===== config.mk =====
export PLATFORM = sky130hd
export DESIGN_NAME = line_point_generator_top
export DESIGN_NICKNAME = d
export VERILOG_FILES = /design/src/lpg_pkg.sv /design/src/line_point_generator_top.sv /design/src/lpg_div.sv
export SDC_FILE = /design/constraint.sdc
export NUM_CORES = 1
export LEC_CHECK = 0
export BUFFER_PORTS_ARGS = -buffer_cell sky130_fd_sc_hd__buf_2
export CORE_UTILIZATION = 30
export CTS_BUF_LIST = sky130_fd_sc_hd__clkbuf_2
export CTS_CLUSTER_DIAMETER = 120
export DETAILED_ROUTE_END_ITERATION = 6
export PLACE_DENSITY = 0.5
export SYNTH_ARGS = -nofsm -noshare
export SYNTH_HDL_FRONTEND = slang
export SYNTH_HIERARCHICAL = 1
export SYNTH_SLANG_ARGS = --single-unit

===== constraint.sdc =====
create_clock -name clk -period 7.6 [get_ports clk]
set_input_delay 0.38 -clock clk [delete_from_list [all_inputs] [get_ports clk]]
set_output_delay 0.38 -clock clk [all_outputs]
set_load 0.01 [all_outputs]

===== src/lpg_pkg.sv =====
// ----------------------------------------------------------------------------
// lpg_pkg
// Types and constants for the line point generator.
// ----------------------------------------------------------------------------
package lpg_pkg;

  localparam int COORD_BITS = 12;
  localparam int FIELD_BITS = 12;

  localparam logic ACT_START = 1'b0;
  localparam logic ACT_NEXT  = 1'b1;

  typedef struct packed {
    logic                  action;
    logic [FIELD_BITS-1:0] x_first;
    logic [FIELD_BITS-1:0] y_first;
    logic [FIELD_BITS-1:0] x_second;
    logic [FIELD_BITS-1:0] y_second;
  } in_item_t;

  typedef struct packed {
    logic [FIELD_BITS-1:0] point_x;
    logic [FIELD_BITS-1:0] point_y;
    logic                  last_point;
    logic                  point_valid;
  } out_item_t;

  typedef struct packed {
    logic busy;
    logic done;
  } div_status_t;

endpackage


===== src/line_point_generator_top.sv =====
// ----------------------------------------------------------------------------
// line_point_generator_top
// Walks a straight segment one pixel per transaction along the major axis,
// minor coordinate from an exact truncated division.
// ----------------------------------------------------------------------------
//  channel | direction | payload            | handshake
//  in_     | input     | lpg_pkg::in_item_t  | in_valid / in_ready
//  out_    | output    | lpg_pkg::out_item_t | out_valid / out_ready
//
//  Start, or next request while idle: result registered in S_DONE, then in the
//  output register; in_ready returns on the load. Next point: S_MUL, S_DIVGO,
//  then S_DIV on the restoring divider, one quotient bit per cycle, then S_DONE.
//  Synchronous active-low reset clears the sequencer and the segment.
//  in_ready stays low while a point is in work; a stalled output only blocks
//  once the following result is ready to be loaded.
// ----------------------------------------------------------------------------
module line_point_generator_top #(
  parameter int COORD_BITS = lpg_pkg::COORD_BITS
) (
  input  logic               clk,
  input  logic               rst_n,
  input  logic               in_valid,
  output logic               in_ready,
  input  lpg_pkg::in_item_t  in_data,
  output logic               out_valid,
  input  logic               out_ready,
  output lpg_pkg::out_item_t out_data
);

  localparam int CB = COORD_BITS;
  localparam int FB = lpg_pkg::FIELD_BITS;

  typedef enum logic [2:0] {
    S_IDLE,
    S_MUL,
    S_DIVGO,
    S_DIV,
    S_DONE
  } state_t;

  state_t state_r, state_nxt;

  logic [CB-1:0]   major_pos_r, major_pos_nxt;
  logic [CB-1:0]   major1_r, major1_nxt;
  logic [CB-1:0]   minor0_r, minor0_nxt;
  logic [CB-1:0]   dminor_r, dminor_nxt;
  logic [CB-1:0]   span_r, span_nxt;
  logic [CB-1:0]   t_r, t_nxt;
  logic            minor_neg_r, minor_neg_nxt;
  logic            major_is_x_r, major_is_x_nxt;
  logic            seg_active_r, seg_active_nxt;
  logic            last_r, last_nxt;
  logic [2*CB-1:0] prod_r, prod_nxt;
  lpg_pkg::out_item_t res_r, res_nxt;
  lpg_pkg::out_item_t out_data_r, out_data_nxt;
  logic            out_valid_r, out_valid_nxt;

  logic [CB-1:0] x0, y0, x1, y1, dx, dy;
  logic [CB-1:0] s_minor1;
  logic          mx;
  logic          accept;

  logic                 div_start;
  lpg_pkg::div_status_t div_status;
  logic [CB-1:0]        div_quot;
  logic                 div_rem_nz;
  logic [CB-1:0]        q_adj;
  logic [CB-1:0]        minor;

  function automatic logic [CB-1:0] abs_diff(input logic [CB-1:0] a, input logic [CB-1:0] b);
    abs_diff = (a >= b) ? (a - b) : (b - a);
  endfunction

  assign x0 = CB'(in_data.x_first);
  assign y0 = CB'(in_data.y_first);
  assign x1 = CB'(in_data.x_second);
  assign y1 = CB'(in_data.y_second);
  assign dx = abs_diff(x0, x1);
  assign dy = abs_diff(y0, y1);
  assign mx = (dx >= dy);
  assign s_minor1 = mx ? y1 : x1;

  assign in_ready  = (state_r == S_IDLE);
  assign accept    = in_valid && in_ready;
  assign div_start = (state_r == S_DIVGO);

  // Descending minor axis needs a ceiling: floor plus one on a remainder.
  assign q_adj = div_quot + CB'(minor_neg_r && div_rem_nz);
  assign minor = minor_neg_r ? (minor0_r - q_adj) : (minor0_r + q_adj);

  lpg_div #(.CB(CB)) u_div (
    .clk    (clk),
    .rst_n  (rst_n),
    .start  (div_start),
    .num    (prod_r),
    .den    (span_r),
    .status (div_status),
    .quot   (div_quot),
    .rem_nz (div_rem_nz)
  );

  always_comb begin
    state_nxt      = state_r;
    major_pos_nxt  = major_pos_r;
    major1_nxt     = major1_r;
    minor0_nxt     = minor0_r;
    dminor_nxt     = dminor_r;
    span_nxt       = span_r;
    t_nxt          = t_r;
    minor_neg_nxt  = minor_neg_r;
    major_is_x_nxt = major_is_x_r;
    seg_active_nxt = seg_active_r;
    last_nxt       = last_r;
    prod_nxt       = prod_r;
    res_nxt        = res_r;
    out_data_nxt   = out_data_r;
    out_valid_nxt  = out_valid_r;

    if (out_valid_r && out_ready) out_valid_nxt = 1'b0;

    case (state_r)
      S_IDLE: begin
        if (accept) begin
          if (in_data.action == lpg_pkg::ACT_START) begin
            major_is_x_nxt = mx;
            major_pos_nxt  = mx ? x0 : y0;
            major1_nxt     = mx ? x1 : y1;
            minor0_nxt     = mx ? y0 : x0;
            span_nxt       = mx ? dx : dy;
            dminor_nxt     = mx ? dy : dx;
            minor_neg_nxt  = s_minor1 < (mx ? y0 : x0);
            t_nxt          = '0;
            seg_active_nxt = !((x0 == x1) && (y0 == y1));
            res_nxt.point_x     = FB'(x0);
            res_nxt.point_y     = FB'(y0);
            res_nxt.last_point  = (x0 == x1) && (y0 == y1);
            res_nxt.point_valid = 1'b1;
            state_nxt = S_DONE;
          end else if (seg_active_r) begin
            if (major_pos_r < major1_r) begin
              major_pos_nxt = major_pos_r + 1'b1;
            end else if (major_pos_r > major1_r) begin
              major_pos_nxt = major_pos_r - 1'b1;
            end
            t_nxt    = t_r + 1'b1;
            last_nxt = (major_pos_nxt == major1_r);
            if (last_nxt) seg_active_nxt = 1'b0;
            state_nxt = S_MUL;
          end else begin
            res_nxt   = '0;
            state_nxt = S_DONE;
          end
        end
      end
      S_MUL: begin
        prod_nxt  = {{CB{1'b0}}, dminor_r} * {{CB{1'b0}}, t_r};
        state_nxt = S_DIVGO;
      end
      S_DIVGO: begin
        state_nxt = S_DIV;
      end
      S_DIV: begin
        if (div_status.done) begin
          res_nxt.point_x     = FB'(major_is_x_r ? major_pos_r : minor);
          res_nxt.point_y     = FB'(major_is_x_r ? minor : major_pos_r);
          res_nxt.last_point  = last_r;
          res_nxt.point_valid = 1'b1;
          state_nxt = S_DONE;
        end
      end
      S_DONE: begin
        if (!out_valid_r || out_ready) begin
          out_data_nxt  = res_r;
          out_valid_nxt = 1'b1;
          state_nxt     = S_IDLE;
        end
      end
      default: state_nxt = S_IDLE;
    endcase
  end

  always_ff @(posedge clk) begin
    if (!rst_n) begin
      state_r      <= S_IDLE;
      out_valid_r  <= 1'b0;
      seg_active_r <= 1'b0;
      major_is_x_r <= 1'b0;
    end else begin
      state_r      <= state_nxt;
      out_valid_r  <= out_valid_nxt;
      seg_active_r <= seg_active_nxt;
      major_is_x_r <= major_is_x_nxt;
    end
    major_pos_r <= major_pos_nxt;
    major1_r    <= major1_nxt;
    minor0_r    <= minor0_nxt;
    dminor_r    <= dminor_nxt;
    span_r      <= span_nxt;
    t_r         <= t_nxt;
    minor_neg_r <= minor_neg_nxt;
    last_r      <= last_nxt;
    prod_r      <= prod_nxt;
    res_r       <= res_nxt;
    out_data_r  <= out_data_nxt;
  end

  assign out_valid = out_valid_r;
  assign out_data  = out_data_r;

endmodule


===== src/lpg_div.sv =====
// ----------------------------------------------------------------------------
// lpg_div
// Restoring divider, one quotient bit per cycle. The caller guarantees the
// quotient fits in CB bits (upper half of the numerator below the divisor).
// ----------------------------------------------------------------------------
module lpg_div #(
  parameter int CB = lpg_pkg::COORD_BITS
) (
  input  logic                clk,
  input  logic                rst_n,
  input  logic                start,
  input  logic [2*CB-1:0]     num,
  input  logic [CB-1:0]       den,
  output lpg_pkg::div_status_t status,
  output logic [CB-1:0]       quot,
  output logic                rem_nz
);

  localparam int CW = (CB > 1) ? $clog2(CB) : 1;
  localparam logic [CW-1:0] LAST_STEP = CW'(CB - 1);

  logic [CB-1:0] rem_r, rem_nxt;
  logic [CB-1:0] lo_r, lo_nxt;
  logic [CB-1:0] den_r, den_nxt;
  logic [CB-1:0] quot_r, quot_nxt;
  logic [CW-1:0] cnt_r, cnt_nxt;
  logic          busy_r, busy_nxt;
  logic          done_r, done_nxt;

  logic [CB:0]   shifted;
  logic [CB:0]   diff;
  logic          ge;

  assign shifted = {rem_r, lo_r[CB-1]};
  assign diff    = shifted - {1'b0, den_r};
  assign ge      = shifted >= {1'b0, den_r};

  always_comb begin
    rem_nxt  = rem_r;
    lo_nxt   = lo_r;
    den_nxt  = den_r;
    quot_nxt = quot_r;
    cnt_nxt  = cnt_r;
    busy_nxt = busy_r;
    done_nxt = 1'b0;
    if (start) begin
      rem_nxt  = num[2*CB-1:CB];
      lo_nxt   = num[CB-1:0];
      den_nxt  = den;
      cnt_nxt  = '0;
      busy_nxt = 1'b1;
    end else if (busy_r) begin
      rem_nxt  = ge ? diff[CB-1:0] : shifted[CB-1:0];
      lo_nxt   = {lo_r[CB-2:0], 1'b0};
      quot_nxt = {quot_r[CB-2:0], ge};
      cnt_nxt  = cnt_r + 1'b1;
      if (cnt_r == LAST_STEP) begin
        busy_nxt = 1'b0;
        done_nxt = 1'b1;
      end
    end
  end

  always_ff @(posedge clk) begin
    if (!rst_n) begin
      busy_r <= 1'b0;
      done_r <= 1'b0;
      cnt_r  <= '0;
    end else begin
      busy_r <= busy_nxt;
      done_r <= done_nxt;
      cnt_r  <= cnt_nxt;
    end
    rem_r  <= rem_nxt;
    lo_r   <= lo_nxt;
    den_r  <= den_nxt;
    quot_r <= quot_nxt;
  end

  assign status.busy = busy_r;
  assign status.done = done_r;
  assign quot        = quot_r;
  assign rem_nz      = (rem_r != '0);

endmodule


# ---- Yosys cells after proc, flatten, opt, wreduce, memory -nomap -nowiden
# Index checks and enable logic that the tools add are counted.
dict set report totals {
  out_inout_bits 28
  input_bits 53
  regBits 210
  elab_cells 132
}
dict set report classes {
  bitwise_logic 4
  addsub 12
  mul 1
  eq_ne 13
  mux 46
  order_cmp 7
  n_reduce_logical 21
}
# op count
set op_table {}
lappend op_table {{12-bit two-way mux} 25}
lappend op_table {{26-bit two-way mux} 4}
lappend op_table {{12-bit subtractor} 6}
lappend op_table {{26-bit case mux with 2 select lines} 1}
lappend op_table {{12-bit equality test} 3}
lappend op_table {{12-bit >= comparator} 3}
lappend op_table {{12-bit by 1-bit adder with 12-bit output, second input constant} 2}
lappend op_table {{12-bit less-than comparator} 2}
lappend op_table {{12-bit by 12-bit multiplier with 24-bit output} 1}
lappend op_table {{3-bit two-way mux} 5}
lappend op_table {{3-bit case mux with 5 select lines} 1}
lappend op_table {{13-bit by 12-bit >= comparator with 1-bit output} 1}
lappend op_table {{12-bit by 1-bit adder with 12-bit output} 1}
lappend op_table {{12-bit adder} 1}
lappend op_table {{12-bit > comparator} 1}
lappend op_table {{12-bit nonzero test} 1}
lappend op_table {{12-bit by 1-bit subtractor with 12-bit output, second input constant} 1}
lappend op_table {{1-bit two-way mux} 10}
lappend op_table {{3-bit AND reduction} 3}
lappend op_table {{4-bit AND reduction} 2}
lappend op_table {{3-bit by 2-bit equality test with 1-bit output, second input constant} 2}
lappend op_table {{2-bit by 1-bit inequality test with 1-bit output, second input constant} 3}
lappend op_table {{2-bit AND reduction} 3}
lappend op_table {{4-bit by 1-bit adder with 4-bit output, second input constant} 1}
lappend op_table {{other kinds (13)} 21}

# ---- Depth between registers and ports, before layout
dict set report depth {
  depth_word 11
  ltp_mapped 31
  ltp_nobuf 28
}

# ---- Cells and area by module
# Netlist, hierarchy kept.
# mod seq_area_each_um2 area_per_inst_um2 cells_per_inst instances
set modules_own_cells {}
lappend modules_own_cells {line_point_generator_top 4624.4 16012.9 1752 1}
lappend modules_own_cells {lpg_div 1561.5 2800.2 225 1}

# ---- Worst setup path after synthesis
# No wires, ideal clock.
dict set report synth_path {
  path_type {in2reg}
  from {input in_data[36] in the netlist's numbering}
  to {register minor_neg_r, data pin}
  path_stages 27
  t_required_ns 7.440
  arrival_ns 5.703
  setup_time_ns 0.160
  setup_slack_ns 1.737
  path_buffers 3
  cell_sequence {inv_1 > ha_1 > inv_1 > fa_1 > a21o_1 > a311oi_1 > a21oi_1 > or2_1 > buf_2 > mux2_1 > a311o_1 > a21oi_1 > xor2_1 > inv_1 > ha_1 > or4_1 > a221oi_1 > o21ai_1 > clkbuf_1 > buf_1 > o21a_1 > ha_1 > a21o_1 > a21o_1 > a21oi_1 > o211ai_1 > a41oi_1}
}
dict set report synth_between {
  elab_chain_cells 5
  elab_cells_between_ends 8
  cone_classes {2 x add/sub; 3 x order compare; 3 x mux}
}
# element line_no
set synth_rtl {}
lappend synth_rtl {{start, declared} line_point_generator_top.sv:24} ;# input lpg_pkg::in_item_t in_data,
lappend synth_rtl {{12-bit subtractor or 12-bit >= comparator (tied branches)} line_point_generator_top.sv:71} ;# abs_diff = (a >= b) ? (a - b) : (b - a);
lappend synth_rtl {{12-bit two-way mux} line_point_generator_top.sv:71}
lappend synth_rtl {{12-bit >= comparator} line_point_generator_top.sv:80} ;# assign mx = (dx >= dy);
lappend synth_rtl {{12-bit two-way mux, on equally long branches} {line_point_generator_top.sv:81, line_point_generator_top.sv:131}}
lappend synth_rtl {{12-bit less-than comparator *} line_point_generator_top.sv:131} ;# minor_neg_nxt = s_minor1 < (mx ? y0 : x0);
lappend synth_rtl {{end signal, assigned} line_point_generator_top.sv:200} ;# minor_neg_r <= minor_neg_nxt;
lappend synth_rtl {{end, declared} line_point_generator_top.sv:49} ;# logic minor_neg_r, minor_neg_nxt;
# Mark *: on every way between the ends. The rest lies on a longest branch, timed or not.
# A chain may end at the register's enable or synchronous reset.

# ---- Worst setup path after layout
dict set report layout_path {
  from {input in_data[43] in the netlist's numbering}
  to {register minor_neg_r, data pin}
}
# Same word-level chain as after synthesis.

==> run_results.csv <==
group,metric,value,unit
status,status,"finished clean",
critical_path,r2r_slack,1.61,ns
critical_path,cp.required,8.47,ns
yosys,synthCells,1976,
global_routing,grt_pass1_vias,14460,
timing,holdWs,0.1461,ns
timing,setup_total_negative_slack,0,ns
timing,hold_violations,0,
route,firstDrtPassIters,5,
route,wl_per_cell,18.05,um
run,drv_cap,0,
critical_path,critPathKind,"in -> reg",
final_layout,nets,2433,
clock_tree,h-tree-depth,2,
clock_tree,cts_root_buffer,"clkbuf_2",
pwr,clkPwrFrac,11.1,%
hold_path,holdCritPathClass,"in -> reg",
pwr,powerDensity,350.6,mW/mm^2
place,routabilityCongestion,0.8996,
critical_path,cp.arrival,7.93,ns
timing,rsz0062_at_grt,"false",
pwr,p_switching,3400,uW
route,ant_nets,0,
clock_tree,cts_setup_buffers,0,
pwr,p_comb_share,63.9,%
critical_path,cp_max_fo,62,
global_routing,gr-usage-all-layers,17.00,%
yosys,syn_area,0.01881,sq mm
pwr,p_int,4024,uW
global_routing,antenna_found_initial,2,
critical_path,start_kind,"primary input",
clock_tree,worstSkewPairLatency,1.01,ns
floorplan,dieArea,0.06369,sq mm
yosys,syn_area_per_cell,9.517,sq um
final_layout,n_fill_cell,6392,
clock_tree,cts_buffer_depth,3,
floorplan,ioPinCount,81,
floorplan,fp-row-count,91,
timing,fin_crit_sh,92.93,%
timing,worst_pin_slew,1.331,ns
yosys,yosys_warnings,6,
global_routing,grt_overflow,0,
hold_path,whs_path_depth,4,
global_routing,grt_pass1_wl,83560,um
timing,max_freq,0.1416,GHz
pwr,power,7424,uW
critical_path,reg2regPathDepth,19,
final_layout,area_delta_synth_final,12.60,%
timing,slew_violations,0,
critical_path,worst_setup_path_end_kind,"register",
pwr,switching_share,45.80,%
place,dpl.hpwl,42030,um
timing,min_period,7.063,ns
place,io_buffers,80,
route,via_count,14620,
route,first_iter_violations,892,
clock_tree,path_clk_slew,0.09,ns
route,drc,0,
timing,final.setup_skew,0.07861,ns
final_layout,mostFrequentLayoutCells,"260 x inv_1, 220 x nand2_1, 198 x edfxtp_1",
pwr,leakagePower,0.009160,uW
final_layout,regArea,0.006186,sq mm
timing,setup_viol,0,
timing,slew_headroom,10.13,%
clock_tree,cts_sinks,210,
floorplan,fp.dieW,252.4,um
pwr,peakVddDrop,0.2606,mV
pwr,power.share.sequential,25.1,%
floorplan,die_h,252.4,um
route,viasPerCell,4.900,
clock_tree,tritoncts,"built",
global_routing,grt_max_degree,63,
final_layout,final_common_cell,"inv_1",
floorplan,initial_core_util,30.42,%
clock_tree,numCtsBuffers,56,
yosys,syn_nets,2308,
floorplan,core,0.06183,sq mm
final_layout,multi_input_area,0.01130,sq mm
final_layout,drive_gt1_share,10.95,%
clock_tree,cts_resized,0,
route,wl,53860,um
per-stage QoR:
stage	instance area, sq um	std cells	utilization (%)	setup WS (ns)
4_1_cts	21170	2983	34.25	0.8551
3_5_place_dp	20040	2819	32.42	0.8517
5_1_grt	21180	2984	34.25	0.2385
6_report	21180	2984	34.25	0.5374
3_3_place_gp	20040	2819	32.42	1.026
2_1_floorplan	18810	1976	-	1.737
power groups by stage:
stage          Clock [uW]  Sequential [uW]  Combinational [uW]
6_report              821             1860                4740
5_1_grt               906             1880                5420
4_1_cts               863             1860                4780
3_5_place_dp            0             1890                4620
3_3_place_gp            0             1890                4620
2_1_floorplan           0             1770                3590
final cells by class:
| class | instances | area share (%) |
|---|---|---|
| multi-input cells | 1415 | 53.36 |
| diodes | 1 | 0.01182 |
| flip-flops and latches | 210 | 29.21 |
| well taps | 837 | 4.946 |
| inverters | 261 | 4.627 |
| repair buffers | 157 | 5.401 |
| clock inverters | 19 | 0.4609 |
| clock buffers | 84 | 1.985 |
worst max-delay path: stages:
cell           delay [ns]
dlygate4sd3_1        0.54
buf_2                0.19
ha_1                 0.44
nand4_1              0.24
nor4_1               0.49
a211o_1              0.23
or2_1                0.43
mux2_1               0.39
a311o_1              0.27
a21oi_1              0.17
xor2_1               0.26
inv_1                0.08
ha_1                 0.24
or4_1                0.53
a221oi_1             0.45
o21ai_4              0.32
buf_12               0.28
o21ai_0              0.26
inv_1                0.08
ha_1                 0.20
a21o_1               0.17
a21o_1               0.17
a21oi_1              0.14
o211ai_1             0.12
a41oi_1              0.22
dlygate4sd3_1        0.57
sequential cells by signal, indices dropped and copies added, names as in the netlist, 3 cells and up:
name / count
u_div/den_r: 12
t_r: 12
minor0_r: 12
u_div/lo_r: 12
major_pos_r: 12
dminor_r: 12
out_data: 26
prod_r: 24
res_r: 26
state_r: 3
u_div/rem_r: 12
span_r: 12
u_div/quot: 12
u_div/cnt_r: 4
major1_r: 12
final timing paths:
| path | start | endpoint |
|---|---|---|
| worst min-delay path | in_data[1] | span_r[1]$_DFFE_PP_ |
| worst min register to register | res_r[17]$_DFFE_PP_ | out_data[17]$_DFFE_PP_ |
| worst max register to register | dminor_r[3]$_DFFE_PP_ | prod_r[23]$_DFFE_PP_ |
| worst max-delay path | in_data[43] | minor_neg_r$_DFFE_PP_ |
timing repair:
item,4_1_cts,5_1_grt
endpoints found under the hold margin,78,0
hold buffers,61,0
setup endpoints to repair,0,0
routing by layer:
layer / track usage [%] / vias up / share of wire, %
li1: - / 7104 / -
met1: 24.10 / 7061 / 48
met2: 26.19 / 379 / 44
met3: 3.151 / 79 / 5.7
met4: 4.970 / 0 / 2.2
met5: 0 / - / 0
No activity file was read; power rests on OpenSTA's default activity.
